File: src/hw/rtl/pidtm_pkg.sv
// pidtm_pkg: shared widths, codes, state encoding and interface structs
// for the two-mode pid controller. Used by every module under hw/rtl.
`timescale 1ns / 1ps

package pidtm_pkg;

	// fixed point layout, Q16.16 data and a wider integral
	localparam int DATA_W  = 32;
	localparam int FRAC_W  = 16;
	localparam int ACC_W   = 48;
	localparam int SUM_W   = 64;
	localparam int MUL_B_W = DATA_W + 2;
	localparam int PROD_W  = DATA_W + MUL_B_W;
	localparam int SPLIT_W = ACC_W / 2;
	localparam int HI_SH   = SPLIT_W - FRAC_W;
	localparam int BETA_W  = 17;
	localparam int IDX_W   = 3;

	// one in Q1.16 for the derivative filter coefficient
	localparam logic [BETA_W-1:0] BETA_ONE = BETA_W'(1) << FRAC_W;

	// input command and mode codes
	localparam logic CMD_CLEAR  = 1'b1;
	localparam logic MODE_INCR  = 1'b1;

	// register map
	typedef enum logic [IDX_W-1:0] {
		REG_PROP_GAIN    = 3'd0,
		REG_INTEG_GAIN   = 3'd1,
		REG_DERIV_GAIN   = 3'd2,
		REG_FILTER_BETA  = 3'd3,
		REG_OUTPUT_UPPER = 3'd4,
		REG_OUTPUT_LOWER = 3'd5,
		REG_TARGET_VALUE = 3'd6,
		REG_CALC_MODE    = 3'd7
	} reg_idx_t;

	typedef struct packed {
		logic signed [DATA_W-1:0] kp;
		logic signed [DATA_W-1:0] ki;
		logic signed [DATA_W-1:0] kd;
		logic [BETA_W-1:0]        beta;
		logic signed [DATA_W-1:0] upper;
		logic signed [DATA_W-1:0] lower;
		logic signed [DATA_W-1:0] target;
		logic                     mode;
	} cfg_t;

	// sequencer states
	typedef enum logic [3:0] {
		ST_IDLE,
		ST_P0,
		ST_P1,
		ST_P2,
		ST_P3,
		ST_P4,
		ST_P5,
		ST_I0,
		ST_I1,
		ST_I2,
		ST_I3,
		ST_FIN
	} state_t;

	// operand pair for the shared multiplier
	typedef enum logic [3:0] {
		MUL_NONE,
		MUL_BETA,
		MUL_KP_E,
		MUL_KD_D,
		MUL_KI_IL,
		MUL_KI_IH,
		MUL_KP_DE,
		MUL_KD_DDE,
		MUL_KI_E
	} mul_op_t;

	// what happens to the previous product
	typedef enum logic [2:0] {
		ACC_NONE,
		ACC_ZERO,
		ACC_PREV,
		ACC_DERIV,
		ACC_LOW,
		ACC_HIGH
	} acc_op_t;

	typedef struct packed {
		logic    load;
		logic    clear;
		mul_op_t mul_op;
		acc_op_t acc_op;
		logic    integ_upd;
		logic    finish;
	} ctrl_cmd_t;

	typedef struct packed {
		logic incremental;
	} dp_sts_t;

endpackage

File: src/hw/rtl/pidtm_dpath.sv
// pidtm_dpath: error, history, integral, shared multiplier, accumulator
// and output clamp. Depends on pidtm_pkg; driven by pidtm_ctrl.
`timescale 1ns / 1ps

module pidtm_dpath import pidtm_pkg::*; (
	input  logic                     clk,
	input  logic                     arst_n,
	input  ctrl_cmd_t                cmd,
	input  cfg_t                     cfg,
	input  logic signed [DATA_W-1:0] measurement,
	output dp_sts_t                  sts,
	output logic signed [DATA_W-1:0] control_out
);

	localparam logic signed [DATA_W-1:0] D_MAX = {1'b0, {(DATA_W-1){1'b1}}};
	localparam logic signed [DATA_W-1:0] D_MIN = {1'b1, {(DATA_W-1){1'b0}}};
	localparam logic signed [ACC_W-1:0]  A_MAX = {1'b0, {(ACC_W-1){1'b1}}};
	localparam logic signed [ACC_W-1:0]  A_MIN = {1'b1, {(ACC_W-1){1'b0}}};

	// saturate a one-bit-wider difference to data width
	function automatic logic signed [DATA_W-1:0] sat_err(input logic signed [DATA_W:0] x);
		if (x[DATA_W] == x[DATA_W-1]) begin
			return x[DATA_W-1:0];
		end
		return x[DATA_W] ? D_MIN : D_MAX;
	endfunction

	// saturate the filter result, four guard bits
	function automatic logic signed [DATA_W-1:0] sat_drv(input logic signed [DATA_W+3:0] x);
		logic [4:0] top;
		top = x[DATA_W+3:DATA_W-1];
		if (&top || !(|top)) begin
			return x[DATA_W-1:0];
		end
		return x[DATA_W+3] ? D_MIN : D_MAX;
	endfunction

	// saturate the integral update
	function automatic logic signed [ACC_W-1:0] sat_int(input logic signed [ACC_W:0] x);
		if (x[ACC_W] == x[ACC_W-1]) begin
			return x[ACC_W-1:0];
		end
		return x[ACC_W] ? A_MIN : A_MAX;
	endfunction

	// history (architectural state)
	logic signed [DATA_W-1:0] err1_q, err2_q, dprev_q, iprev_q, last_q;
	logic signed [ACC_W-1:0]  integ_q;
	// working registers
	logic signed [DATA_W-1:0] err_q, deriv_q;
	logic signed [SUM_W-1:0]  sum_q;
	logic signed [PROD_W-1:0] prod_q;

	logic signed [DATA_W:0]    err_diff;
	logic signed [DATA_W:0]    diff;
	logic signed [MUL_B_W-1:0] ddiff;
	logic signed [MUL_B_W-1:0] dp_diff;
	logic [BETA_W-1:0]         beta_c;
	logic signed [DATA_W-1:0]  mul_a;
	logic signed [MUL_B_W-1:0] mul_b;
	logic signed [PROD_W-1:0]  prod_d;
	logic signed [PROD_W-1:0]  prod_fl;
	logic signed [DATA_W+3:0]  dsum;
	logic signed [ACC_W:0]     isum;
	logic                      integ_ok;
	logic signed [SUM_W-1:0]   up_x, lo_x, lim_hi, lim_lo;
	logic signed [DATA_W-1:0]  y;

	assign sts.incremental = (cfg.mode == MODE_INCR);
	assign control_out     = last_q;

	// error of the new sample
	assign err_diff = {cfg.target[DATA_W-1], cfg.target}
		- {measurement[DATA_W-1], measurement};

	// first and second differences of the error
	assign diff  = {err_q[DATA_W-1], err_q} - {err1_q[DATA_W-1], err1_q};
	assign ddiff = {{2{err_q[DATA_W-1]}}, err_q} - {err1_q[DATA_W-1], err1_q, 1'b0}
		+ {{2{err2_q[DATA_W-1]}}, err2_q};

	// filter as diff + beta*(dprev - diff), beta capped at one
	assign beta_c  = (cfg.beta > BETA_ONE) ? BETA_ONE : cfg.beta;
	assign dp_diff = {{2{dprev_q[DATA_W-1]}}, dprev_q} - {diff[DATA_W], diff};

	// multiplier operand select
	always_comb begin
		mul_a = '0;
		mul_b = '0;
		case (cmd.mul_op)
			MUL_BETA: begin
				mul_a = $signed({{(DATA_W-BETA_W){1'b0}}, beta_c});
				mul_b = dp_diff;
			end
			MUL_KP_E: begin
				mul_a = cfg.kp;
				mul_b = {{2{err_q[DATA_W-1]}}, err_q};
			end
			MUL_KD_D: begin
				mul_a = cfg.kd;
				mul_b = {{2{deriv_q[DATA_W-1]}}, deriv_q};
			end
			MUL_KI_IL: begin
				mul_a = cfg.ki;
				mul_b = $signed({{(MUL_B_W-SPLIT_W){1'b0}}, integ_q[SPLIT_W-1:0]});
			end
			MUL_KI_IH: begin
				mul_a = cfg.ki;
				mul_b = {{(MUL_B_W-(ACC_W-SPLIT_W)){integ_q[ACC_W-1]}},
					integ_q[ACC_W-1:SPLIT_W]};
			end
			MUL_KP_DE: begin
				mul_a = cfg.kp;
				mul_b = {diff[DATA_W], diff};
			end
			MUL_KD_DDE: begin
				mul_a = cfg.kd;
				mul_b = ddiff;
			end
			MUL_KI_E: begin
				mul_a = cfg.ki;
				mul_b = {{2{err_q[DATA_W-1]}}, err_q};
			end
			default: begin
				mul_a = '0;
				mul_b = '0;
			end
		endcase
	end

	assign prod_d  = mul_a * mul_b;
	// floor of the product in Q16.16
	assign prod_fl = prod_q >>> FRAC_W;
	assign dsum    = {{3{diff[DATA_W]}}, diff} + prod_fl[DATA_W+3:0];

	// integral anti-windup gate
	assign integ_ok = (last_q < cfg.upper && last_q > cfg.lower)
		|| (err_q > 0 && last_q < cfg.upper)
		|| (err_q < 0 && last_q > cfg.lower);
	assign isum = {integ_q[ACC_W-1], integ_q}
		+ {{(ACC_W-DATA_W+1){err_q[DATA_W-1]}}, err_q};

	// clamp, upper first so the lower limit wins when they cross
	assign up_x   = {{(SUM_W-DATA_W){cfg.upper[DATA_W-1]}}, cfg.upper};
	assign lo_x   = {{(SUM_W-DATA_W){cfg.lower[DATA_W-1]}}, cfg.lower};
	assign lim_hi = (sum_q > up_x) ? up_x : sum_q;
	assign lim_lo = (lim_hi < lo_x) ? lo_x : lim_hi;
	assign y      = lim_lo[DATA_W-1:0];

	// working registers
	always_ff @(posedge clk) begin
		prod_q <= prod_d;
		if (cmd.load) begin
			err_q <= sat_err(err_diff);
		end
		case (cmd.acc_op)
			ACC_ZERO:  sum_q   <= '0;
			ACC_PREV:  sum_q   <= {{(SUM_W-DATA_W){iprev_q[DATA_W-1]}}, iprev_q};
			ACC_DERIV: deriv_q <= sat_drv(dsum);
			ACC_LOW:   sum_q   <= sum_q + prod_fl[SUM_W-1:0];
			ACC_HIGH:  sum_q   <= sum_q + {prod_q[SUM_W-HI_SH-1:0], {HI_SH{1'b0}}};
			default:   sum_q   <= sum_q;
		endcase
	end

	// history, integral and last output
	always_ff @(posedge clk or negedge arst_n) begin
		if (!arst_n) begin
			err1_q  <= '0;
			err2_q  <= '0;
			dprev_q <= '0;
			iprev_q <= '0;
			last_q  <= '0;
			integ_q <= '0;
		end else if (cmd.clear) begin
			err1_q  <= '0;
			err2_q  <= '0;
			dprev_q <= '0;
			iprev_q <= '0;
			integ_q <= '0;
		end else begin
			if (cmd.integ_upd && integ_ok) begin
				integ_q <= sat_int(isum);
			end
			if (cmd.finish) begin
				last_q <= y;
				err1_q <= err_q;
				if (sts.incremental) begin
					err2_q  <= err1_q;
					iprev_q <= y;
				end else begin
					dprev_q <= deriv_q;
				end
			end
		end
	end

endmodule

File: config.mk
export PLATFORM = sky130hd
export DESIGN_NAME = pidtm_dpath
export DESIGN_NICKNAME = d
export VERILOG_FILES = /design/src/hw/rtl/pidtm_pkg.sv /design/src/hw/rtl/pidtm_dpath.sv
export SDC_FILE = /design/constraint.sdc
export NUM_CORES = 2
export LEC_CHECK = 0
export BUFFER_PORTS_ARGS = -buffer_cell sky130_fd_sc_hd__buf_2
export CAP_MARGIN = 20
export CELL_PAD_IN_SITES_DETAIL_PLACEMENT = 1
export CELL_PAD_IN_SITES_GLOBAL_PLACEMENT = 1
export CORE_ASPECT_RATIO = 0.75
export CORE_MARGIN = 3
export CORE_UTILIZATION = 35
export DETAILED_ROUTE_END_ITERATION = 8
export PLACE_DENSITY_LB_ADDON = 0.3
export SLEW_MARGIN = 20
export SYNTH_ARGS = -nofsm -noshare
export SYNTH_HDL_FRONTEND = slang
export SYNTH_SLANG_ARGS = --single-unit
export TNS_END_PERCENT = 50
File: constraint.sdc
create_clock -name clk -period 18.8 [get_ports clk]
set_clock_uncertainty 0.15 [all_clocks]
set_input_delay 1.88 -clock clk [delete_from_list [all_inputs] [get_ports clk]]
set_output_delay 1.88 -clock clk [all_outputs]
set_load 0.01 [all_outputs]
==> metrics.txt <==
WL final=321000 microns; fin crit share=76.9%; first-pass GRT wire length=481000 microns; std cell rows=149; Layout Area Growth over Synthesis=8.79%; Hold Vio Cnt, Final=0; HP Class=reg2reg; htree depth=2; Slew @ Worst Pin=1150 ps; I/O pin count=288; share of cells above drive strength 1=7.67%; clock root cell=clkbuf_16; commonest cells in the netlist=inv_1 (1540), fa_1 (1147), nand2_1 (1056); post-synthesis sequential area ratio=13.3%; vias in the first global route=73196; DRT iter0 DRCs=5606; CTS tree=yes; Final min period=14460 ps; Die Width=552 microns; Setup TNS=0 ps; number of synthesized flops with an enable pin=128; CP Data Required Time=19180 ps; Total GRT Usage=27.7%; Synth Register Bits=402; R2R Path Start=err_q[0]; status=finished, final reports clean; DR vias/cell=5.64; Detail Route Antenna Nets=0; Final nets=11352; clk slew on worst S/H paths=70 ps; Synth cell types=101; critical path startpoint=err_q[0]; total die area=229000 sq um; initial antenna violation count=27; biggest regs=prod_q (66), sum_q (64), integ_q (48); max FFs per register=66; top_reg_cell synth=dfrtp_1; mapped cell area=78200 sq um; Max Cap Viol=0; Worst-Skew Late Latency=660 ps; Post-Syn Instances=9116; postcts setup bufs=0; cell mode on critical path=fa_1; CP Max Fanout=32; largest net degree at the start of global routing=70; Setup CP Type=reg2reg; Synth Warn #=0; core box area=221000 sq um; worst hold start=err2_q[12]; count leader, synth=inv_1; Setup crit end kind=flip-flop; WL/cell=26.3 microns; syn_area_per_cell=8.58 sq um; asr flop ratio synth=51.7%; DP HPWL=259000 microns; RSZ-0062 raised after global routing=false; Initial Utilization=35.4%; startpoint class of the critical path=flip-flop; max-slew violation count=0; placer congestion estimate=0.945; Synth top area share=29.4%; largest area contributor in the synthesized netlist=fa_1; TritonCTS Buffers=47; GRT Residual Overflow=0; Most flops, register=prod_q; slowest CP cell=fa_1; CTS Hold Buffers Added=0; post-synthesis net count=11247; Die Ht=415 microns; IO buf count=287; top cells by area, synth=fa_1 (29%), ha_1 (12%), inv_1 (7.4%); non-filler cells, final=12214; Clock Tree Buf Depth=3; drt first pass iters=8; Max Freq=69.2 MHz; routed vias=68867; DRC viols=0; arrival time at the worst endpoint=14840 ps; Rel. slew slack=23.1%; post-cts sizing count=0; placed insts=12116; clock sink total=402; CP max stage delay=1230 ps; # setup viols final=0
[final timing paths]
check,endpoint,slack [ps],cells past startpoint
setup / recovery,prod_q[64],4340,45
hold / removal,err2_q[12],330,2
setup reg to reg,prod_q[64],4340,45
hold reg to reg,err2_q[12],330,2
max in group asynchronous,err1_q[28],15230,3
min in group asynchronous,control_out[10],1030,1
[layer usage]
layer | track usage, % | routed length, microns | vias to the layer above
li1 | - | - | 30223
met1 | 40.6 | 149000 | 35832
met2 | 42.1 | 139000 | 2347
met3 | 4.39 | 22800 | 449
met4 | 7.57 | 10300 | 16
met5 | 0 | 94 | -
[layout make-up]
type	count	area, sq um
clock inverter	33	374
inverter	1544	5800
sequential	402	10400
timing repair buffer	449	2700
antenna	10	25.0
tap	2944	3680
clock buffer	55	1260
fill	26226	136000
multi-input combinational	6777	60900
[cells by family (layout without fill, tap and decap cells)]
kind of cell	Yosys count	in the layout	share of synthesized area, %
simple gates	2466	2466	13.9
buf+inv	1937	2081	9.42
fa+ha+maj	1887	1887	41.2
xor+xnor	392	392	4.39
mux	115	115	1.52
flops	402	402	13.3
compound gates	1917	1917	16.3
other cells	0	10	0
[cell usage in the layout (no fill, tap or decap), drive strengths merged, types with 242 or more instances in the layout]
| master | count |
|---|---|
| inv | 1550 |
| nor2 | 709 |
| fa | 1147 |
| xnor2 | 242 |
| a21o | 263 |
| buf | 449 |
| nand2 | 1057 |
| ha | 729 |
| a21oi | 537 |
| o21ai | 409 |
[critical path: cells and delay by family (launching register included)]
family,cells,cell delay [ps]
AO/OA/AOI/OAI,17,3940
AND/OR/NAND/NOR,6,930
flip-flops,1,560
adder cells (fa/ha/maj),12,6610
XOR/XNOR,2,560
buffers and inverters,8,1570
[per-stage QoR]
step	hold WS (ps)	utilization [%]	setup WS [ps]	cell area (sq um)
2_1_floorplan	300	-	6820	78200
3_3_place_gp	313	37.7	4830	83400
3_5_place_dp	324	37.7	4440	83400
4_1_cts	337	38.5	4420	85100
5_1_grt	363	38.5	3520	85100
6_report	334	38.5	4340	85100
Power is not shown: default switching activity piles up to over one toggle a cycle in this logic, so the estimate is an artifact.
