`config.mk`:
```
export PLATFORM = sky130hd
export DESIGN_NAME = pidtm_ctrl
export DESIGN_NICKNAME = d
export VERILOG_FILES = /design/src/hw/rtl/pidtm_pkg.sv /design/src/hw/rtl/pidtm_ctrl.sv
export SDC_FILE = /design/constraint.sdc
export NUM_CORES = 1
export LEC_CHECK = 0
export BUFFER_PORTS_ARGS = -buffer_cell sky130_fd_sc_hd__clkbuf_2
export CAP_MARGIN = 20
export CORE_AREA = 4 4 41 43
export CTS_BUF_LIST = sky130_fd_sc_hd__clkbuf_4 sky130_fd_sc_hd__clkbuf_8
export DETAILED_ROUTE_END_ITERATION = 10
export DIE_AREA = 0 0 45 47
export GPL_TIMING_DRIVEN = 0
export PLACE_DENSITY = 0.62
export SYNTH_ARGS = -nofsm -noshare
export SYNTH_HDL_FRONTEND = slang
export SYNTH_SLANG_ARGS = --single-unit
```
`constraint.sdc`:
```
create_clock -name clk -period 1.4 [get_ports clk]
set_clock_uncertainty 0.2 [all_clocks]
set_input_delay 0.07 -clock clk [delete_from_list [all_inputs] [get_ports clk]]
set_output_delay 0.07 -clock clk [all_outputs]
set_load 0.005 [all_outputs]
```
`src/hw/rtl/pidtm_pkg.sv`:
```
// pidtm_pkg: shared widths, codes, state encoding and interface structs
// for the two-mode pid controller. Used by every module under hw/rtl.
`timescale 1ns / 1ps

package pidtm_pkg;

	// fixed point layout, Q16.16 data and a wider integral
	localparam int DATA_W  = 32;
	localparam int FRAC_W  = 16;
	localparam int ACC_W   = 48;
	localparam int SUM_W   = 64;
	localparam int MUL_B_W = DATA_W + 2;
	localparam int PROD_W  = DATA_W + MUL_B_W;
	localparam int SPLIT_W = ACC_W / 2;
	localparam int HI_SH   = SPLIT_W - FRAC_W;
	localparam int BETA_W  = 17;
	localparam int IDX_W   = 3;

	// one in Q1.16 for the derivative filter coefficient
	localparam logic [BETA_W-1:0] BETA_ONE = BETA_W'(1) << FRAC_W;

	// input command and mode codes
	localparam logic CMD_CLEAR  = 1'b1;
	localparam logic MODE_INCR  = 1'b1;

	// register map
	typedef enum logic [IDX_W-1:0] {
		REG_PROP_GAIN    = 3'd0,
		REG_INTEG_GAIN   = 3'd1,
		REG_DERIV_GAIN   = 3'd2,
		REG_FILTER_BETA  = 3'd3,
		REG_OUTPUT_UPPER = 3'd4,
		REG_OUTPUT_LOWER = 3'd5,
		REG_TARGET_VALUE = 3'd6,
		REG_CALC_MODE    = 3'd7
	} reg_idx_t;

	typedef struct packed {
		logic signed [DATA_W-1:0] kp;
		logic signed [DATA_W-1:0] ki;
		logic signed [DATA_W-1:0] kd;
		logic [BETA_W-1:0]        beta;
		logic signed [DATA_W-1:0] upper;
		logic signed [DATA_W-1:0] lower;
		logic signed [DATA_W-1:0] target;
		logic                     mode;
	} cfg_t;

	// sequencer states
	typedef enum logic [3:0] {
		ST_IDLE,
		ST_P0,
		ST_P1,
		ST_P2,
		ST_P3,
		ST_P4,
		ST_P5,
		ST_I0,
		ST_I1,
		ST_I2,
		ST_I3,
		ST_FIN
	} state_t;

	// operand pair for the shared multiplier
	typedef enum logic [3:0] {
		MUL_NONE,
		MUL_BETA,
		MUL_KP_E,
		MUL_KD_D,
		MUL_KI_IL,
		MUL_KI_IH,
		MUL_KP_DE,
		MUL_KD_DDE,
		MUL_KI_E
	} mul_op_t;

	// what happens to the previous product
	typedef enum logic [2:0] {
		ACC_NONE,
		ACC_ZERO,
		ACC_PREV,
		ACC_DERIV,
		ACC_LOW,
		ACC_HIGH
	} acc_op_t;

	typedef struct packed {
		logic    load;
		logic    clear;
		mul_op_t mul_op;
		acc_op_t acc_op;
		logic    integ_upd;
		logic    finish;
	} ctrl_cmd_t;

	typedef struct packed {
		logic incremental;
	} dp_sts_t;

endpackage

```
`src/hw/rtl/pidtm_ctrl.sv`:
```
// pidtm_ctrl: sequencer that steps the shared multiplier through one
// control step and owns the sample and drive handshakes. Depends on pidtm_pkg.
`timescale 1ns / 1ps

module pidtm_ctrl import pidtm_pkg::*; (
	input  logic      clk,
	input  logic      arst_n,
	input  logic      sample_valid,
	input  logic      command,
	output logic      sample_stall,
	output logic      drive_valid,
	input  logic      drive_stall,
	input  dp_sts_t   sts,
	output ctrl_cmd_t cmd
);

	state_t state_q, state_d;
	logic   drive_valid_q;
	logic   accept;
	logic   fire;

	assign sample_stall = (state_q != ST_IDLE);
	assign accept       = sample_valid && !sample_stall;
	// result slot free, or emptied at this edge
	assign fire         = !(drive_valid_q && drive_stall);
	assign drive_valid  = drive_valid_q;

	// next state
	always_comb begin
		state_d = state_q;
		case (state_q)
			ST_IDLE: begin
				if (accept && command != CMD_CLEAR) begin
					state_d = sts.incremental ? ST_I0 : ST_P0;
				end
			end
			ST_P0: state_d = ST_P1;
			ST_P1: state_d = ST_P2;
			ST_P2: state_d = ST_P3;
			ST_P3: state_d = ST_P4;
			ST_P4: state_d = ST_P5;
			ST_P5: state_d = ST_FIN;
			ST_I0: state_d = ST_I1;
			ST_I1: state_d = ST_I2;
			ST_I2: state_d = ST_I3;
			ST_I3: state_d = ST_FIN;
			ST_FIN: begin
				if (fire) begin
					state_d = ST_IDLE;
				end
			end
			default: state_d = ST_IDLE;
		endcase
	end

	// datapath commands
	always_comb begin
		cmd           = '0;
		cmd.mul_op    = MUL_NONE;
		cmd.acc_op    = ACC_NONE;
		cmd.load      = accept && command != CMD_CLEAR;
		cmd.clear     = accept && command == CMD_CLEAR;
		case (state_q)
			ST_P0: begin
				cmd.mul_op    = MUL_BETA;
				cmd.acc_op    = ACC_ZERO;
				cmd.integ_upd = 1'b1;
			end
			ST_P1: begin
				cmd.mul_op = MUL_KP_E;
				cmd.acc_op = ACC_DERIV;
			end
			ST_P2: begin
				cmd.mul_op = MUL_KD_D;
				cmd.acc_op = ACC_LOW;
			end
			ST_P3: begin
				cmd.mul_op = MUL_KI_IL;
				cmd.acc_op = ACC_LOW;
			end
			ST_P4: begin
				cmd.mul_op = MUL_KI_IH;
				cmd.acc_op = ACC_LOW;
			end
			ST_P5: cmd.acc_op = ACC_HIGH;
			ST_I0: begin
				cmd.mul_op = MUL_KP_DE;
				cmd.acc_op = ACC_PREV;
			end
			ST_I1: begin
				cmd.mul_op = MUL_KD_DDE;
				cmd.acc_op = ACC_LOW;
			end
			ST_I2: begin
				cmd.mul_op = MUL_KI_E;
				cmd.acc_op = ACC_LOW;
			end
			ST_I3: cmd.acc_op = ACC_LOW;
			ST_FIN: cmd.finish = fire;
			default: cmd.acc_op = ACC_NONE;
		endcase
	end

	// state and result valid
	always_ff @(posedge clk or negedge arst_n) begin
		if (!arst_n) begin
			state_q       <= ST_IDLE;
			drive_valid_q <= 1'b0;
		end else begin
			state_q <= state_d;
			if (cmd.finish) begin
				drive_valid_q <= 1'b1;
			end else if (!drive_stall) begin
				drive_valid_q <= 1'b0;
			end
		end
	end

endmodule

```
==> flow_summary.ini, run 1 <==
[outcome]
status = finished with violations
violations = setup timing

[timing]
fin_crit_ps = 1670
hold_violations = 0
max_freq_mhz = 597
layout_setup_ws_ps = -274
finalCritPeriodShare = 1.20
slew_viol_final = 0
tightestPinTransition_ps = 254
finalSetupViolCount = 15
slew_headroom = 0.829
tns_ps = -2250
hold_ws_ps = 92.6
rsz0062_at_grt = yes

[global_route]
grt_usage = 0.133
grt_pass1_wl_um = 2080
grt_pass1_vias = 487
grt-ovfl-total = 0
grt_max_degree = 10
antenna_found_initial = 0

[detailed_routing]
routed.top_layer = met3
wl_per_cell_um = 13.5
routed_via_density = 4.94
first_pass_iters = 6
vias = 534
drt-met1-wl_um = 651
route.detailed.drc = 0
routed_wl_um = 1450
ant_nets = 0
met3_length_um = 55
met2_length_um = 745
first_iter_violations = 10

[clock_tree]
ctsHtreeMaxLevel = 1
root_buffer = clkbuf_4
clk_latency_ps = 240
cts.sinks = 5
clk_pin_slew_worst_paths_ps = 40
cts_tree = done
clk_path_buf_depth = 2
cts_made_buffers = 3

[power_and_ir_drop]
p_clk_frac = 0.097
seqPwrFrac = 0.158
power.switching_uw = 801
power.density_nw_per_um2 = 2320
ir_worst_vdd_v = 0.00123
internal_power_uw = 1060
comb_power_share = 0.745
leakagePower_uw = 0.000396
switching_share = 0.430

[logic_synthesis]
yosys_register_bits = 5
syn_area_per_cell_um2 = 7.76
async_reset_ff_frac = 1.00
syn-cell-area_um2 = 427
yosysWarnings = 0
synth_nets = 61
synth_flop_cell = dfrtp_1
synth.distinct_cells = 27
synth_edf_count = 0
ys_seq_area_frac = 0.293
syn_inst = 55

[layout]
nets = 100
stdcell_count = 108
final_util = 0.616
num-fill-cells = 120
diodes = 0
most-common-layout-cells = clkbuf_2, buf_4, buf_2
area_growth_pct = 88.0
drive_above_1_share = 0.624

[critical_path]
crit_path_end_kind = output pin
r2r-end = state_q[1]
cp_data_arrival_time_ps = 1400
ff2ff_path_depth = 6
cp_max_fo = 8
cp.required_ps = 1130
reg2reg_from = state_q[3]
regToRegSetupSlack_ps = -150
crit_type = flop to output pin
cp-start-kind = flop

[place]
dp_hpwl_um = 819
pre_cts_ws_ps = -54.7
dp_cells = 88
port_buffers = 18
place_congestion = 0.702

[die]
coreArea_um2 = 1300
die_w_um = 45
die-area_um2 = 2120
io_pins = 19
start_util = 0.328
die_h_um = 47
rows = 13

[hold_path]
holdPathEnd = state_q[2]
hold_path_depth = 4
min_from = sample_valid
min_path_type = input pin to flop

[job]
cap_viol_max_count = 0
## worst max-delay path: stages, from the launching register on
cell	delay (ps)
dfrtp_1	370
buf_6	150
nor4_4	300
inv_1	110
buf_4	140
clkbuf_2	110
## sequential cells by signal, summed over array words and instances (netlist names)
name	flops
state_q	4
drive_valid	1
## through the flow
step,total power [uW],cell area [um2]
final,1860,802
after global routing,2000,802
after CTS,1660,727
after detailed placement,1160,536
after global placement,1150,536
after floorplan,875,427
## per-layer routing
layer | up-vias | track usage
li1 | 269 | -
met5 | - | 0
met4 | 0 | 0.0702
met3 | 0 | 0.0230
met1 | 253 | 0.168
met2 | 12 | 0.218
## kinds of logic (layout without fill, tap and decap cells)
family	count (synthesis)	after routing	synth area share
AO/OA/AOI/OAI	18	18	0.276
buffers and inverters	9	47	0.111
flip-flops	5	5	0.293
AND/OR/NAND/NOR	23	23	0.320
## cell type report
| type | instances | area [um2] | share of cell area |
|---|---|---|---|
| multi-input cells | 41 | 329 | 0.410 |
| clock buffers | 4 | 30.0 | 0.0374 |
| plain buffers | 1 | 11.3 | 0.0140 |
| repair buffers | 37 | 262 | 0.326 |
| inverters | 5 | 23.8 | 0.0296 |
| flip-flops and latches | 5 | 128 | 0.159 |
| well taps | 15 | 18.8 | 0.0234 |
## worst max-delay path by stage
stage	from	endpoint	cells past startpoint
global placement	state_q[2]	cmd[7]	5
CTS	state_q[3]	cmd[10]	5
detailed placement	state_q[1]	cmd[10]	5
floorplan	state_q[1]	state_q[1]	4
finish	state_q[1]	sample_stall	5
global route	state_q[1]	sample_stall	5
## power by group through the flow
stage | sequential (uW) | combinational (uW) | clock [uW]
6_report | 294 | 1390 | 180
5_1_grt | 302 | 1500 | 200
4_1_cts | 277 | 1190 | 185
3_5_place_dp | 247 | 912 | 0
3_3_place_gp | 244 | 904 | 0
2_1_floorplan | 241 | 633 | 0
## cell usage after synthesis (2+ instances only)
cell type	instances	area (um2)
a21oi_1	6	30.0
inv_1	5	18.8
nand2_1	5	18.8
o211ai_1	2	15.0
buf_2	2	10.0
nor3_1	2	10.0
nor2_1	6	22.5
o21ai_0	2	10.0
dfrtp_1	5	125
nand2b_1	3	18.8
## what timing repair did
item                                    4_1_cts  5_1_grt
gates resized for setup                      19       20
gates cloned                                  0        0
pin swaps                                     3        7
buffers inserted                              9        6
hold buffers                                  4        0
endpoints found under the setup margin       14       15
endpoints found under the hold margin         8        0
Power figures use the tool's default switching activity.
==> run 2: changes to the inputs <==
CTS_BUF_LIST = sky130_fd_sc_hd__clkbuf_16   (was sky130_fd_sc_hd__clkbuf_4 sky130_fd_sc_hd__clkbuf_8)
==> run 2 against run 1 <==
Compared with the run above: the flow still finishes with violations (setup timing); power is 25% higher; combinational power is 12% higher; critical path type unchanged; sequential cell count stayed put; routed wire length is 8.6% higher.
==> flow_summary.ini, run 2 (synthesis results as in run 1) <==
[clock_tree]
root_buffer = clkbuf_16
clk_latency_ps = 220
cts_made_buffers = 3
cts.sinks = 5
cts_tree = done
ctsHtreeMaxLevel = 1
clk_path_buf_depth = 2
clk_pin_slew_worst_paths_ps = 30

[critical_path]
cp-start-kind = flop
crit_type = flop to output pin
crit_path_end_kind = output pin
cp_top_family = buffers and inverters
reg2reg_from = state_q[3]
crit_buf_inv = 4
regToRegSetupSlack_ps = -180
cp_max_fo = 5
cp.required_ps = 1130
startpoint = state_q[1]
cp_data_arrival_time_ps = 1420
critical_path.max_stage_delay_ps = 370
slowest_stage = dfrtp_1
cp_cell_sequence = buf_6 > nor4_4 > inv_1 > buf_4 > clkbuf_2

[layout]
layout_commonest_cell = buf_4
drive_above_1_share = 0.649
largest_register_ffs = 4
nets = 101
diodes = 0
most-common-layout-cells = buf_4, clkbuf_2, buf_2
stdcell_count = 109
area_growth_pct = 110
final_area_um2 = 895
regMostFlops = state_q
num-fill-cells = 104

[timing]
fin_crit_ps = 1690
max_freq_mhz = 592
layout_setup_ws_ps = -288
finalCritPeriodShare = 1.21
slew_headroom = 0.812
hold_ws_ps = 81.1
hold_violations = 0
tns_ps = -2380
finalSetupViolCount = 15
tightestPinTransition_ps = 280
slew_viol_final = 0
rsz0062_at_grt = yes

[power_and_ir_drop]
power.density_nw_per_um2 = 2590
leakagePower_uw = 0.000431
ir_worst_vdd_v = 0.00147
total_power_uw = 2320

[place]
port_buffers = 18
place_congestion = 0.702
placed_cell_area_um2 = 536
dp_hpwl_um = 819
dp_cells = 88

[global_route]
grt-ovfl-total = 0
antenna_found_initial = 0
grt_pass1_wl_um = 2150
grt_pass1_vias = 547
grt_max_degree = 10
grt_usage = 0.137

[die]
die-area_um2 = 2120
start_util = 0.328
die_h_um = 47
io_pins = 19
die_w_um = 45
coreArea_um2 = 1300
rows = 13

[detailed_routing]
wl_per_cell_um = 14.5
route.detailed.drc = 0
first_pass_iters = 4
first_iter_violations = 7
vias = 567
routed_via_density = 5.20
ant_nets = 0
routed_wl_um = 1580

[hold_path]
min_from = sample_valid
min_path_type = input pin to flop

[job]
cap_viol_max_count = 0

[outcome]
status = finished with violations
violations = setup timing
## run 2: cell count changes in the layout (fill, tap and decap cells not counted), moves of 2 or more
cell	change
clkbuf_4	-4
clkbuf_16	+3
a21oi_1	-2
clkbuf_2	-2
## run 2: through the flow
| step | util | worst slack (ps) |
|---|---|---|
| 4_1_cts | 0.584 | -269 |
| 6_report | 0.688 | -288 |
| 3_5_place_dp | 0.412 | -54.7 |
| 2_1_floorplan | - | 49.6 |
| 5_1_grt | 0.688 | -337 |
| 3_3_place_gp | 0.412 | -29.5 |
## run 2: worst register-to-register path, delay by kind of cell (launching register included)
family / cells / cell delay, ps
simple gates: 1 / 130
buf+inv: 3 / 430
compound gates: 2 / 320
flops: 1 / 430
## run 2: cell type report
| class | instances | area (um2) | share of cell area |
|---|---|---|---|
| buffer | 2 | 22.5 | 0.0252 |
| clock buffer | 3 | 75.1 | 0.0839 |
| clock inverter | 1 | 3.75 | 0.00420 |
| inverter | 5 | 26.3 | 0.0294 |
| multi-input combinational | 41 | 348 | 0.389 |
| sequential | 5 | 128 | 0.143 |
| tap | 15 | 18.8 | 0.0210 |
| timing repair buffer | 37 | 273 | 0.305 |
## run 2: path summary, 6_finish.rpt
path                                      to  cells past startpoint
worst max-delay path            sample_stall                      5
worst min-delay path              state_q[2]                      4
worst max register to register    state_q[1]                      6
worst min register to register   drive_valid                      2
max in group asynchronous         state_q[0]                      3
min in group asynchronous         state_q[3]                      3
## run 2: routing by layer
metal	global-route usage	vias to the layer above	share of wire
li1	-	268	-
met1	0.138	269	0.38
met2	0.251	28	0.54
met3	0.0307	2	0.064
met4	0.0936	0	0.018
met5	0	-	0
## run 2: where the power goes
| part | switching (uW) | leakage (uW) | total (uW) | internal (uW) |
|---|---|---|---|---|
| combinational | 744 | 0.000328 | 1560 | 821 |
| sequential | 88.5 | 0.0000607 | 303 | 214 |
| clock | 84.7 | 0.0000423 | 454 | 369 |
## run 2: what timing repair did
action / 4_1_cts / 5_1_grt
hold buffers: 4 / 0
gates resized for setup: 17 / 27
setup endpoints to repair: 14 / 15
buffers inserted: 8 / 7
pin swaps: 3 / 10
hold endpoints to repair: 8 / 0
