[src/hw/rtl/pidtm_pkg.sv]
// pidtm_pkg: shared widths, codes, state encoding and interface structs
// for the two-mode pid controller. Used by every module under hw/rtl.
`timescale 1ns / 1ps

package pidtm_pkg;

	// fixed point layout, Q16.16 data and a wider integral
	localparam int DATA_W  = 32;
	localparam int FRAC_W  = 16;
	localparam int ACC_W   = 48;
	localparam int SUM_W   = 64;
	localparam int MUL_B_W = DATA_W + 2;
	localparam int PROD_W  = DATA_W + MUL_B_W;
	localparam int SPLIT_W = ACC_W / 2;
	localparam int HI_SH   = SPLIT_W - FRAC_W;
	localparam int BETA_W  = 17;
	localparam int IDX_W   = 3;

	// one in Q1.16 for the derivative filter coefficient
	localparam logic [BETA_W-1:0] BETA_ONE = BETA_W'(1) << FRAC_W;

	// input command and mode codes
	localparam logic CMD_CLEAR  = 1'b1;
	localparam logic MODE_INCR  = 1'b1;

	// register map
	typedef enum logic [IDX_W-1:0] {
		REG_PROP_GAIN    = 3'd0,
		REG_INTEG_GAIN   = 3'd1,
		REG_DERIV_GAIN   = 3'd2,
		REG_FILTER_BETA  = 3'd3,
		REG_OUTPUT_UPPER = 3'd4,
		REG_OUTPUT_LOWER = 3'd5,
		REG_TARGET_VALUE = 3'd6,
		REG_CALC_MODE    = 3'd7
	} reg_idx_t;

	typedef struct packed {
		logic signed [DATA_W-1:0] kp;
		logic signed [DATA_W-1:0] ki;
		logic signed [DATA_W-1:0] kd;
		logic [BETA_W-1:0]        beta;
		logic signed [DATA_W-1:0] upper;
		logic signed [DATA_W-1:0] lower;
		logic signed [DATA_W-1:0] target;
		logic                     mode;
	} cfg_t;

	// sequencer states
	typedef enum logic [3:0] {
		ST_IDLE,
		ST_P0,
		ST_P1,
		ST_P2,
		ST_P3,
		ST_P4,
		ST_P5,
		ST_I0,
		ST_I1,
		ST_I2,
		ST_I3,
		ST_FIN
	} state_t;

	// operand pair for the shared multiplier
	typedef enum logic [3:0] {
		MUL_NONE,
		MUL_BETA,
		MUL_KP_E,
		MUL_KD_D,
		MUL_KI_IL,
		MUL_KI_IH,
		MUL_KP_DE,
		MUL_KD_DDE,
		MUL_KI_E
	} mul_op_t;

	// what happens to the previous product
	typedef enum logic [2:0] {
		ACC_NONE,
		ACC_ZERO,
		ACC_PREV,
		ACC_DERIV,
		ACC_LOW,
		ACC_HIGH
	} acc_op_t;

	typedef struct packed {
		logic    load;
		logic    clear;
		mul_op_t mul_op;
		acc_op_t acc_op;
		logic    integ_upd;
		logic    finish;
	} ctrl_cmd_t;

	typedef struct packed {
		logic incremental;
	} dp_sts_t;

endpackage

[src/hw/rtl/pidtm_cfg.sv]
// pidtm_cfg: configuration register file with its write port.
// Depends on pidtm_pkg for the register map and the cfg_t struct.
`timescale 1ns / 1ps

module pidtm_cfg import pidtm_pkg::*; (
	input  logic              clk,
	input  logic              arst_n,
	input  logic              cfg_valid,
	output logic              cfg_ready,
	input  logic [IDX_W-1:0]  cfg_index,
	input  logic [DATA_W-1:0] cfg_data,
	output cfg_t              cfg
);

	cfg_t regs_q;

	// writes always taken
	assign cfg_ready = 1'b1;
	assign cfg        = regs_q;

	// register writes, each masked to its own width
	always_ff @(posedge clk or negedge arst_n) begin
		if (!arst_n) begin
			regs_q.kp     <= '0;
			regs_q.ki     <= '0;
			regs_q.kd     <= '0;
			regs_q.beta   <= '0;
			regs_q.upper  <= {1'b0, {(DATA_W-1){1'b1}}};
			regs_q.lower  <= {1'b1, {(DATA_W-1){1'b0}}};
			regs_q.target <= '0;
			regs_q.mode   <= 1'b0;
		end else if (cfg_valid && cfg_ready) begin
			case (reg_idx_t'(cfg_index))
				REG_PROP_GAIN:    regs_q.kp     <= cfg_data;
				REG_INTEG_GAIN:   regs_q.ki     <= cfg_data;
				REG_DERIV_GAIN:   regs_q.kd     <= cfg_data;
				REG_FILTER_BETA:  regs_q.beta   <= cfg_data[BETA_W-1:0];
				REG_OUTPUT_UPPER: regs_q.upper  <= cfg_data;
				REG_OUTPUT_LOWER: regs_q.lower  <= cfg_data;
				REG_TARGET_VALUE: regs_q.target <= cfg_data;
				REG_CALC_MODE:    regs_q.mode   <= cfg_data[0];
				default:          regs_q        <= regs_q;
			endcase
		end
	end

endmodule

[config.mk]
export PLATFORM = sky130hd
export DESIGN_NAME = pidtm_cfg
export DESIGN_NICKNAME = d
export VERILOG_FILES = /design/src/hw/rtl/pidtm_pkg.sv /design/src/hw/rtl/pidtm_cfg.sv
export SDC_FILE = /design/constraint.sdc
export NUM_CORES = 1
export LEC_CHECK = 0
export ABC_AREA = 1
export BUFFER_PORTS_ARGS = -buffer_cell sky130_fd_sc_hd__buf_2
export CORE_MARGIN = 5
export CORE_UTILIZATION = 40
export DETAILED_ROUTE_END_ITERATION = 12
export GPL_TIMING_DRIVEN = 1
export PLACE_DENSITY = 0.76
export SETUP_SLACK_MARGIN = 0.1
export SYNTH_ARGS = -nofsm -noshare
export SYNTH_HDL_FRONTEND = slang
export SYNTH_SLANG_ARGS = --single-unit
[constraint.sdc]
create_clock -name clk -period 0.8 [get_ports clk]
set_input_delay 0.12 -clock clk [delete_from_list [all_inputs] [get_ports clk]]
set_output_delay 0.12 -clock clk [all_outputs]
set_load 0.01 [all_outputs]
==> results of run 1 <==
layer usage:
metal	GRT usage, %	wire [um]
met1	30.3	11600
met2	38.9	15700
met3	5.48	2680
met4	8.32	1140
met5	0	0
through the flow:
stage | TNS, ns | utilization, % | instances
global placement | -66.16 | 50.4 | 1431
finish | -77.57 | 65.8 | 1609
CTS | -78.26 | 60.7 | 1569
global route | -84.20 | 65.8 | 1609
detailed placement | -70.79 | 50.4 | 1431
floorplan | -3.99 | - | 920
synthesized netlist by cell type:
cell and count:
sky130_fd_sc_hd__buf_2 38, sky130_fd_sc_hd__buf_4 2, sky130_fd_sc_hd__dfrtp_1 178, sky130_fd_sc_hd__o21ai_0 1
sky130_fd_sc_hd__inv_1 4, sky130_fd_sc_hd__nor2_1 3, sky130_fd_sc_hd__conb_1 1, sky130_fd_sc_hd__nor2_4 3
sky130_fd_sc_hd__dfstp_2 32, sky130_fd_sc_hd__inv_2 2, sky130_fd_sc_hd__nand2_1 512, sky130_fd_sc_hd__nand3_1 129
sky130_fd_sc_hd__clkbuf_1 14, sky130_fd_sc_hd__nor2_2 1
worst paths after layout:
| kind | startpoint | end | slack [ns] |
|---|---|---|---|
| worst max-delay path | cfg[88]$_DFFE_PN1P_ | cfg[88] | -0.48 |
| worst min-delay path | cfg_index[2] | cfg[0]$_DFFE_PN0P_ | 0.07 |
| worst max register to register | cfg[200]$_DFFE_PN0P_ | cfg[200]$_DFFE_PN0P_ | -0.07 |
| worst min register to register | cfg[44]$_DFFE_PN0P_ | cfg[44]$_DFFE_PN0P_ | 0.47 |
| max in group asynchronous | arst_n | cfg[87]$_DFFE_PN1P_ | 0.16 |
| min in group asynchronous | arst_n | cfg[147]$_DFFE_PN0P_ | 0.08 |
power by group through the flow:
stage / Sequential [uW] / Clock [uW] / Combinational, uW
floorplan: 15000 / 0 / 1920
global placement: 14100 / 0 / 6190
CTS: 14100 / 10700 / 8290
finish: 14500 / 10700 / 10200
global route: 14600 / 11300 / 10900
detailed placement: 14100 / 0 / 6360
worst min-delay path, delay by kind of cell:
kind	cells	cell delay (ns)
simple gates	2	0.19
buf+inv	1	0.14
compound gates	1	0.09
cells by family (layout without fill, tap and decap cells):
| group | after synthesis | count (layout) | synth area share (%) |
|---|---|---|---|
| DFF | 210 | 210 | 64.6 |
| AOI/OAI and AO/OA | 1 | 1 | 0.0610 |
| other | 1 | 1 | 0.0457 |
| buffers and inverters | 60 | 479 | 3.42 |
| and+or+nand+nor | 648 | 648 | 31.9 |
area by class of cell:
type                            count  area (um2)  area share (%)
Clock buffer                       30         622            4.67
Clock inverter                     10         131           0.987
Inverter                            6        60.1           0.451
Multi-Input combinational cell    650        2950            22.2
Sequential cell                   210        5300            39.8
Tap cell                          270         338            2.54
Timing Repair Buffer              433        3910            29.4
timing repair:
action	in CTS	in global routing
pin swaps	51	82
cloned	0	0
setup endpoints to repair	221	382
resized for setup	110	201
endpoints found under the hold margin	393	0
hold buffers	33	0
buffers inserted	65	60
==> results.txt, run 1 <==
- Result of the run: finished, violations left
- The final reports fail on negative setup slack.
* Post-synth design cell area: 0.00820 mm2
- In the post-synthesis netlist, the biggest area contributors are sky130_fd_sc_hd__dfrtp_1, sky130_fd_sc_hd__nand2_1, sky130_fd_sc_hd__dfstp_2.
- Pin count of the biggest net entering global routing: 49
* Iter 0 DRT Violations: 531
- Overall Power: 35300 uW
- Final setup fails: 219
- Commonest non-fill, non-tap cell in the layout: sky130_fd_sc_hd__nand2_1
- Number of global-route vias before repair: 8071
* Tot GR Track Use: 23.5%
- Net switching is 29.9% of the power.
- The number of antenna violations at the first check in global routing came to 0.
- Max reg flops: 210
- Worst path depth: 1
- The core region is 0.0202 mm2.
- Data on the critical path arrives at its endpoint at 1.16 ns.
- Synthesis inferred 210 register bits.
- In this run the clock root is driven by a sky130_fd_sc_hd__clkbuf_16.
- For this run, design rule violations remaining after detail routing come to 0.
- Summed over all cells, the static leakage comes to 0.00714 uW.
- With fillers left out, the area of the finished cells amounts to 0.0133 mm2.
- The area growth from synthesis to layout is 62.2%.
* Worst slack on hold paths: 0.0745 ns
- In this run, the combinational gates consume 28.8% of the power.
- Initial cell density of the core: 40.5%
- Counting along the longest clock path gives a buffer depth of 3.
- Counting the fill cells in the layout gives 1422.
- Die outline height: 153 um
- Post-DR wirelength/cell: 19.3 um
- The count of buffers added on input and output ports is 247.
- Cell internal power was estimated by the tool at 24700 uW.
* Final Cycle Share: 160%
- STA puts the critical path data required time at 0.68 ns.
* Hold/Removal Path Class: in -> reg
- Wires add up to 31100 um.
- The first detailed-routing pass took 6 iterations.
- After detailed routing, the number of vias per cell comes to 5.05.
* Post-synthesis instance total: 920
- After floorplanning, the core was divided into 52 placement rows.
- Maximum achievable frequency: 0.779 GHz
- The smallest clock period supported by the final layout is computed as 1.28 ns.
- Clock-pin slew on the worst setup and hold paths: 0.06 ns
- Type of the worst setup path: reg -> out
- Area of the die: 0.0235 mm2
* MaxCap Viol Count: 0
- STA classifies the critical path startpoint as a register.
- Largest fanout on the critical path: 2
- CP max stage cell: sky130_fd_sc_hd__dfstp_2
- Setup repair after global routing could not meet its margin everywhere.
- RePlAce Congestion: 0.823
- Number of buffers created by CTS: 22
* # H-tree levels: 1
- The max-slew violation total from the final report was 0.
- Setup ws final: -0.483 ns
- Along the worst hold path, the cell count comes to 4.
* Most used cells in the layout excluding fill and tap cells: sky130_fd_sc_hd__nand2_1, sky130_fd_sc_hd__buf_6, sky130_fd_sc_hd__dfrtp_1
- The clock net in this run drives a total of 210 sinks.
* Buffers & Inverters on Critical Path: 1
- The first global-routing pass estimated 44700 um of wire.
* Nets@finish: 1361
- For this run, the register share of the synthesized area comes to 64.6%.
- Cells with a size suffix above 1 make up 43.4% of the layout.
- Yosys warning count: 0
- Slowest stage delay, CP: 0.55 ns
* Switching component of the power: 10600 uW
- Between clock sinks in the finished design, the worst skew comes to 0 ns.
* Count of different cell masters after synthesis: 14
- Cell area reported after detailed placement: 0.0102 mm2
* Antenna-violating nets left: 0
- Summed over all layers, the global routing overflow is 0.
- Per-instance average area after synthesis: 8.92 um2
- Worst Setup End Kind: output port
- Worst-case setup slack after placement: -0.373 ns
* List of cells traversed by the critical path: buf_6
- 249 I/O pins were placed.
- Half-perimeter wire length after detailed placement: 18000 um
- Power share of the clock group: 30.2%
* Chip width: 153 um
- Leading area contributor after synthesis: sky130_fd_sc_hd__dfrtp_1
- Per report_power, the sequential group accounts for 40.9% of the total.
- Of the post-synthesis cell area, the dominant cell type holds 54.3%.
* CTS tree: yes
- Family of cells with the greatest summed delay on the critical path: flip-flops
- For the worst-skew pair, the clock arrives at the later sink with an insertion delay of 0.50 ns.
- When the netlist entered floorplanning its net count stood at 958.
- Number of cells on the worst reg-to-reg path: 4
- IR analysis of the VDD net gives a maximum drop of 1.59 mV.
* Power density relative to cell area: 2650 mW/mm2
- The number of failing hold endpoints at the final stage came to 0.
- Count of inserted antenna diode cells: 0
- Via total after detailed routing: 8125
(Power assumes the default switching activity.)
==> run 2: changes to the inputs <==
--- a/config.mk
+++ b/config.mk
@@ -12,6 +12,7 @@
 export DETAILED_ROUTE_END_ITERATION = 12
 export GPL_TIMING_DRIVEN = 1
 export PLACE_DENSITY = 0.76
+export REMOVE_ABC_BUFFERS = 1
 export SETUP_SLACK_MARGIN = 0.1
 export SYNTH_ARGS = -nofsm -noshare
 export SYNTH_HDL_FRONTEND = slang
==> results.txt, run 2 (synthesis results as in run 1) <==
- Die outline height: 153 um
- Layout Skew: 0 ns
- Worst Setup End Kind: output port
- For the finished layout, the period the worst path requires is 1.29 ns.
- Buffers & Inverters on Critical Path: 1
- The tool flagged a number of max-cap violations equal to 0.
- The internal power of the cells totals 24800 uW.
* Failing checks: negative setup slack
* CTS tree: yes
- Final setup fails: 219
* GR Overflow Total: 0
- Tot GR Track Use: 23.7%
- Worst Path Required: 0.68 ns
- CTS built an H-tree with a depth of 1.
* Count of final max-slew check failures: 0
* Unrepaired setup endpoints after global routing: true
- The analysis attributes to cell leakage a power of 0.00709 uW.
- Worst-case setup slack after placement: -0.340 ns
* Final Cycle Share: 162%
- The register with the most flip-flops in the layout has 210 of them.
- Counting the buffers created by CTS gives 22.
* Commonest non-fill, non-tap cell in the layout: sky130_fd_sc_hd__nand2_1
- The highest layer touched by signal routing is met5.
- Wire segments on met3 add up to 2780 um in the final route.
* Number of antenna violations at the first check in global routing: 1
* Clock insertion delay at the later pin of the skew report: 0.51 ns
- The clock passes through at most 3 buffers.
* Average via count per standard cell: 5.18
- Power share of the clock group: 30.7%
* Cell area reported after detailed placement: 0.0102 mm2
- DR WL met2: 16100 um
- Fraction of power spent switching nets: 29.6%
- Number of global-route vias before repair: 8058
- Once detail routing completed, the nets flagged for antenna violations numbered 0.
- After clock tree synthesis, the clock-pin slew on the worst setup and hold paths is 0.06 ns.
* Pin count of the biggest net entering global routing: 50
- Clock tree synthesis found a total of 210 sinks.
* Max IR drop VDD: 1.58 mV
- Half-perimeter wire length after detailed placement: 17900 um
- Sequential cells burn 40.9% of the power.
- In the final design database the tool counted 1358 nets.
- Cell at the root of the clock tree: sky130_fd_sc_hd__clkbuf_16
- Family of cells with the greatest summed delay on the critical path: flip-flops
- In the routed design, unresolved DRC markers number 0.
- RePlAce Congestion: 0.791
- Area overhead of the layout relative to synthesis: 60.5%
- Once the floorplan was initialized, standard cells occupied 40.5% of the core.
* Fin area: 0.0132 mm2
- In the final routing, the length of wire on met1 measures 11700 um.
- Once routing completed, OpenROAD measured the worst setup slack at -0.493 ns.
* WP data arrival: 1.17 ns
- Among all stages on the critical path, the largest delay is contributed by sky130_fd_sc_hd__dfstp_2.
* Placeable Area: 0.0202 mm2
- Combinational logic is responsible for 28.3% of the overall power.
- The floorplan step set the die width to 153 um.
- Most used cells in the layout excluding fill and tap cells: sky130_fd_sc_hd__nand2_1, sky130_fd_sc_hd__dfrtp_1, sky130_fd_sc_hd__buf_2
* Worst Setup Start Kind: register
- After filler insertion, the fill cell instance count of the layout stands at 1466.
- Ratio of cells with drive above 1 in the final layout: 43.8%
- List of cells traversed by the critical path: buf_6
- Result of the run: finished, violations left
- Post-DR wirelength/cell: 19.7 um
- Registers take 0.00530 mm2.
- The floorplan step defined a die boundary enclosing 0.0235 mm2.
- Wires add up to 31600 um.
- The number of failing hold endpoints at the final stage was 0.
* Count of inserted antenna diode cells: 0
- Overall power consumption after layout is estimated at 35200 uW.
* Worst slack on hold paths: 0.0128 ns
- Switching component of the power: 10400 uW
- Hold/Removal Path Class: in -> reg
* Core utilization of the finished layout: 65.1%
* Maximum achievable frequency: 0.773 GHz
* First-pass GRT wire length: 45200 um
* Via total after detailed routing: 8321
* Type of the worst setup path: reg -> out
- For this design the top-level I/O count stands at 249.
- The initialized floorplan defines 52 standard-cell rows.
- Iter 0 DRT Violations: 631
* Multi-input gate area: 0.00295 mm2
- Power density relative to cell area: 2670 mW/mm2
- PortBufs: 247
- Slowest stage delay, CP: 0.56 ns
* First drt pass iteration count: 5
* Largest fanout on the critical path: 2
==> run 2: metrics by stage <==
stage,TNS (ns),cells
6_report,-78.13,1606
5_1_grt,-84.58,1606
4_1_cts,-78.75,1558
3_5_place_dp,-57.52,1425
3_3_place_gp,-50.61,1425
2_1_floorplan,-350.66,866
==> run 2: repair_timing <==
item / 4_1_cts / 5_1_grt
pin swaps: 44 / 66
buffers inserted: 60 / 66
endpoints found under the setup margin: 223 / 303
hold buffers: 33 / 0
endpoints found under the hold margin: 405 / 0
gates cloned: 0 / 0
resized for setup: 93 / 186
==> run 2: worst paths after layout <==
check / startpoint / end / slack (ns) / depth (start not counted)
setup reg to reg: cfg[86]$_DFFE_PN1P_ / cfg[86]$_DFFE_PN1P_ / -0.12 / 4
max in group asynchronous: arst_n / cfg[85]$_DFFE_PN1P_ / 0.16 / 3
hold / removal: cfg_valid / cfg[0]$_DFFE_PN0P_ / 0.01 / 4
min in group asynchronous: arst_n / cfg[0]$_DFFE_PN0P_ / 0.08 / 2
hold reg to reg: cfg[69]$_DFFE_PN1P_ / cfg[69]$_DFFE_PN1P_ / 0.47 / 2
setup / recovery: cfg[87]$_DFFE_PN1P_ / cfg[87] / -0.49 / 1
==> run 2: power groups by stage <==
stage / Combinational (uW) / Sequential (uW) / Clock, uW
global route: 10700 / 14600 / 11400
detailed placement: 6350 / 14100 / 0
floorplan: 1770 / 15000 / 0
global placement: 6140 / 14100 / 0
CTS: 8060 / 14100 / 10900
finish: 9970 / 14400 / 10800
==> run 2: cell type report <==
cell class,instances,share of cell area (%)
sequential,210,40.2
timing repair buffer,430,28.7
multi-input combinational,650,22.4
clock buffer,35,5.32
tap,270,2.57
clock inverter,5,0.570
inverter,6,0.171
==> run 2: routing by layer <==
| layer | GRT usage, % | vias to the layer above |
|---|---|---|
| li1 | - | 3664 |
| met1 | 29.9 | 4131 |
| met2 | 40.0 | 438 |
| met3 | 6.50 | 86 |
| met4 | 7.09 | 2 |
| met5 | 0 | - |
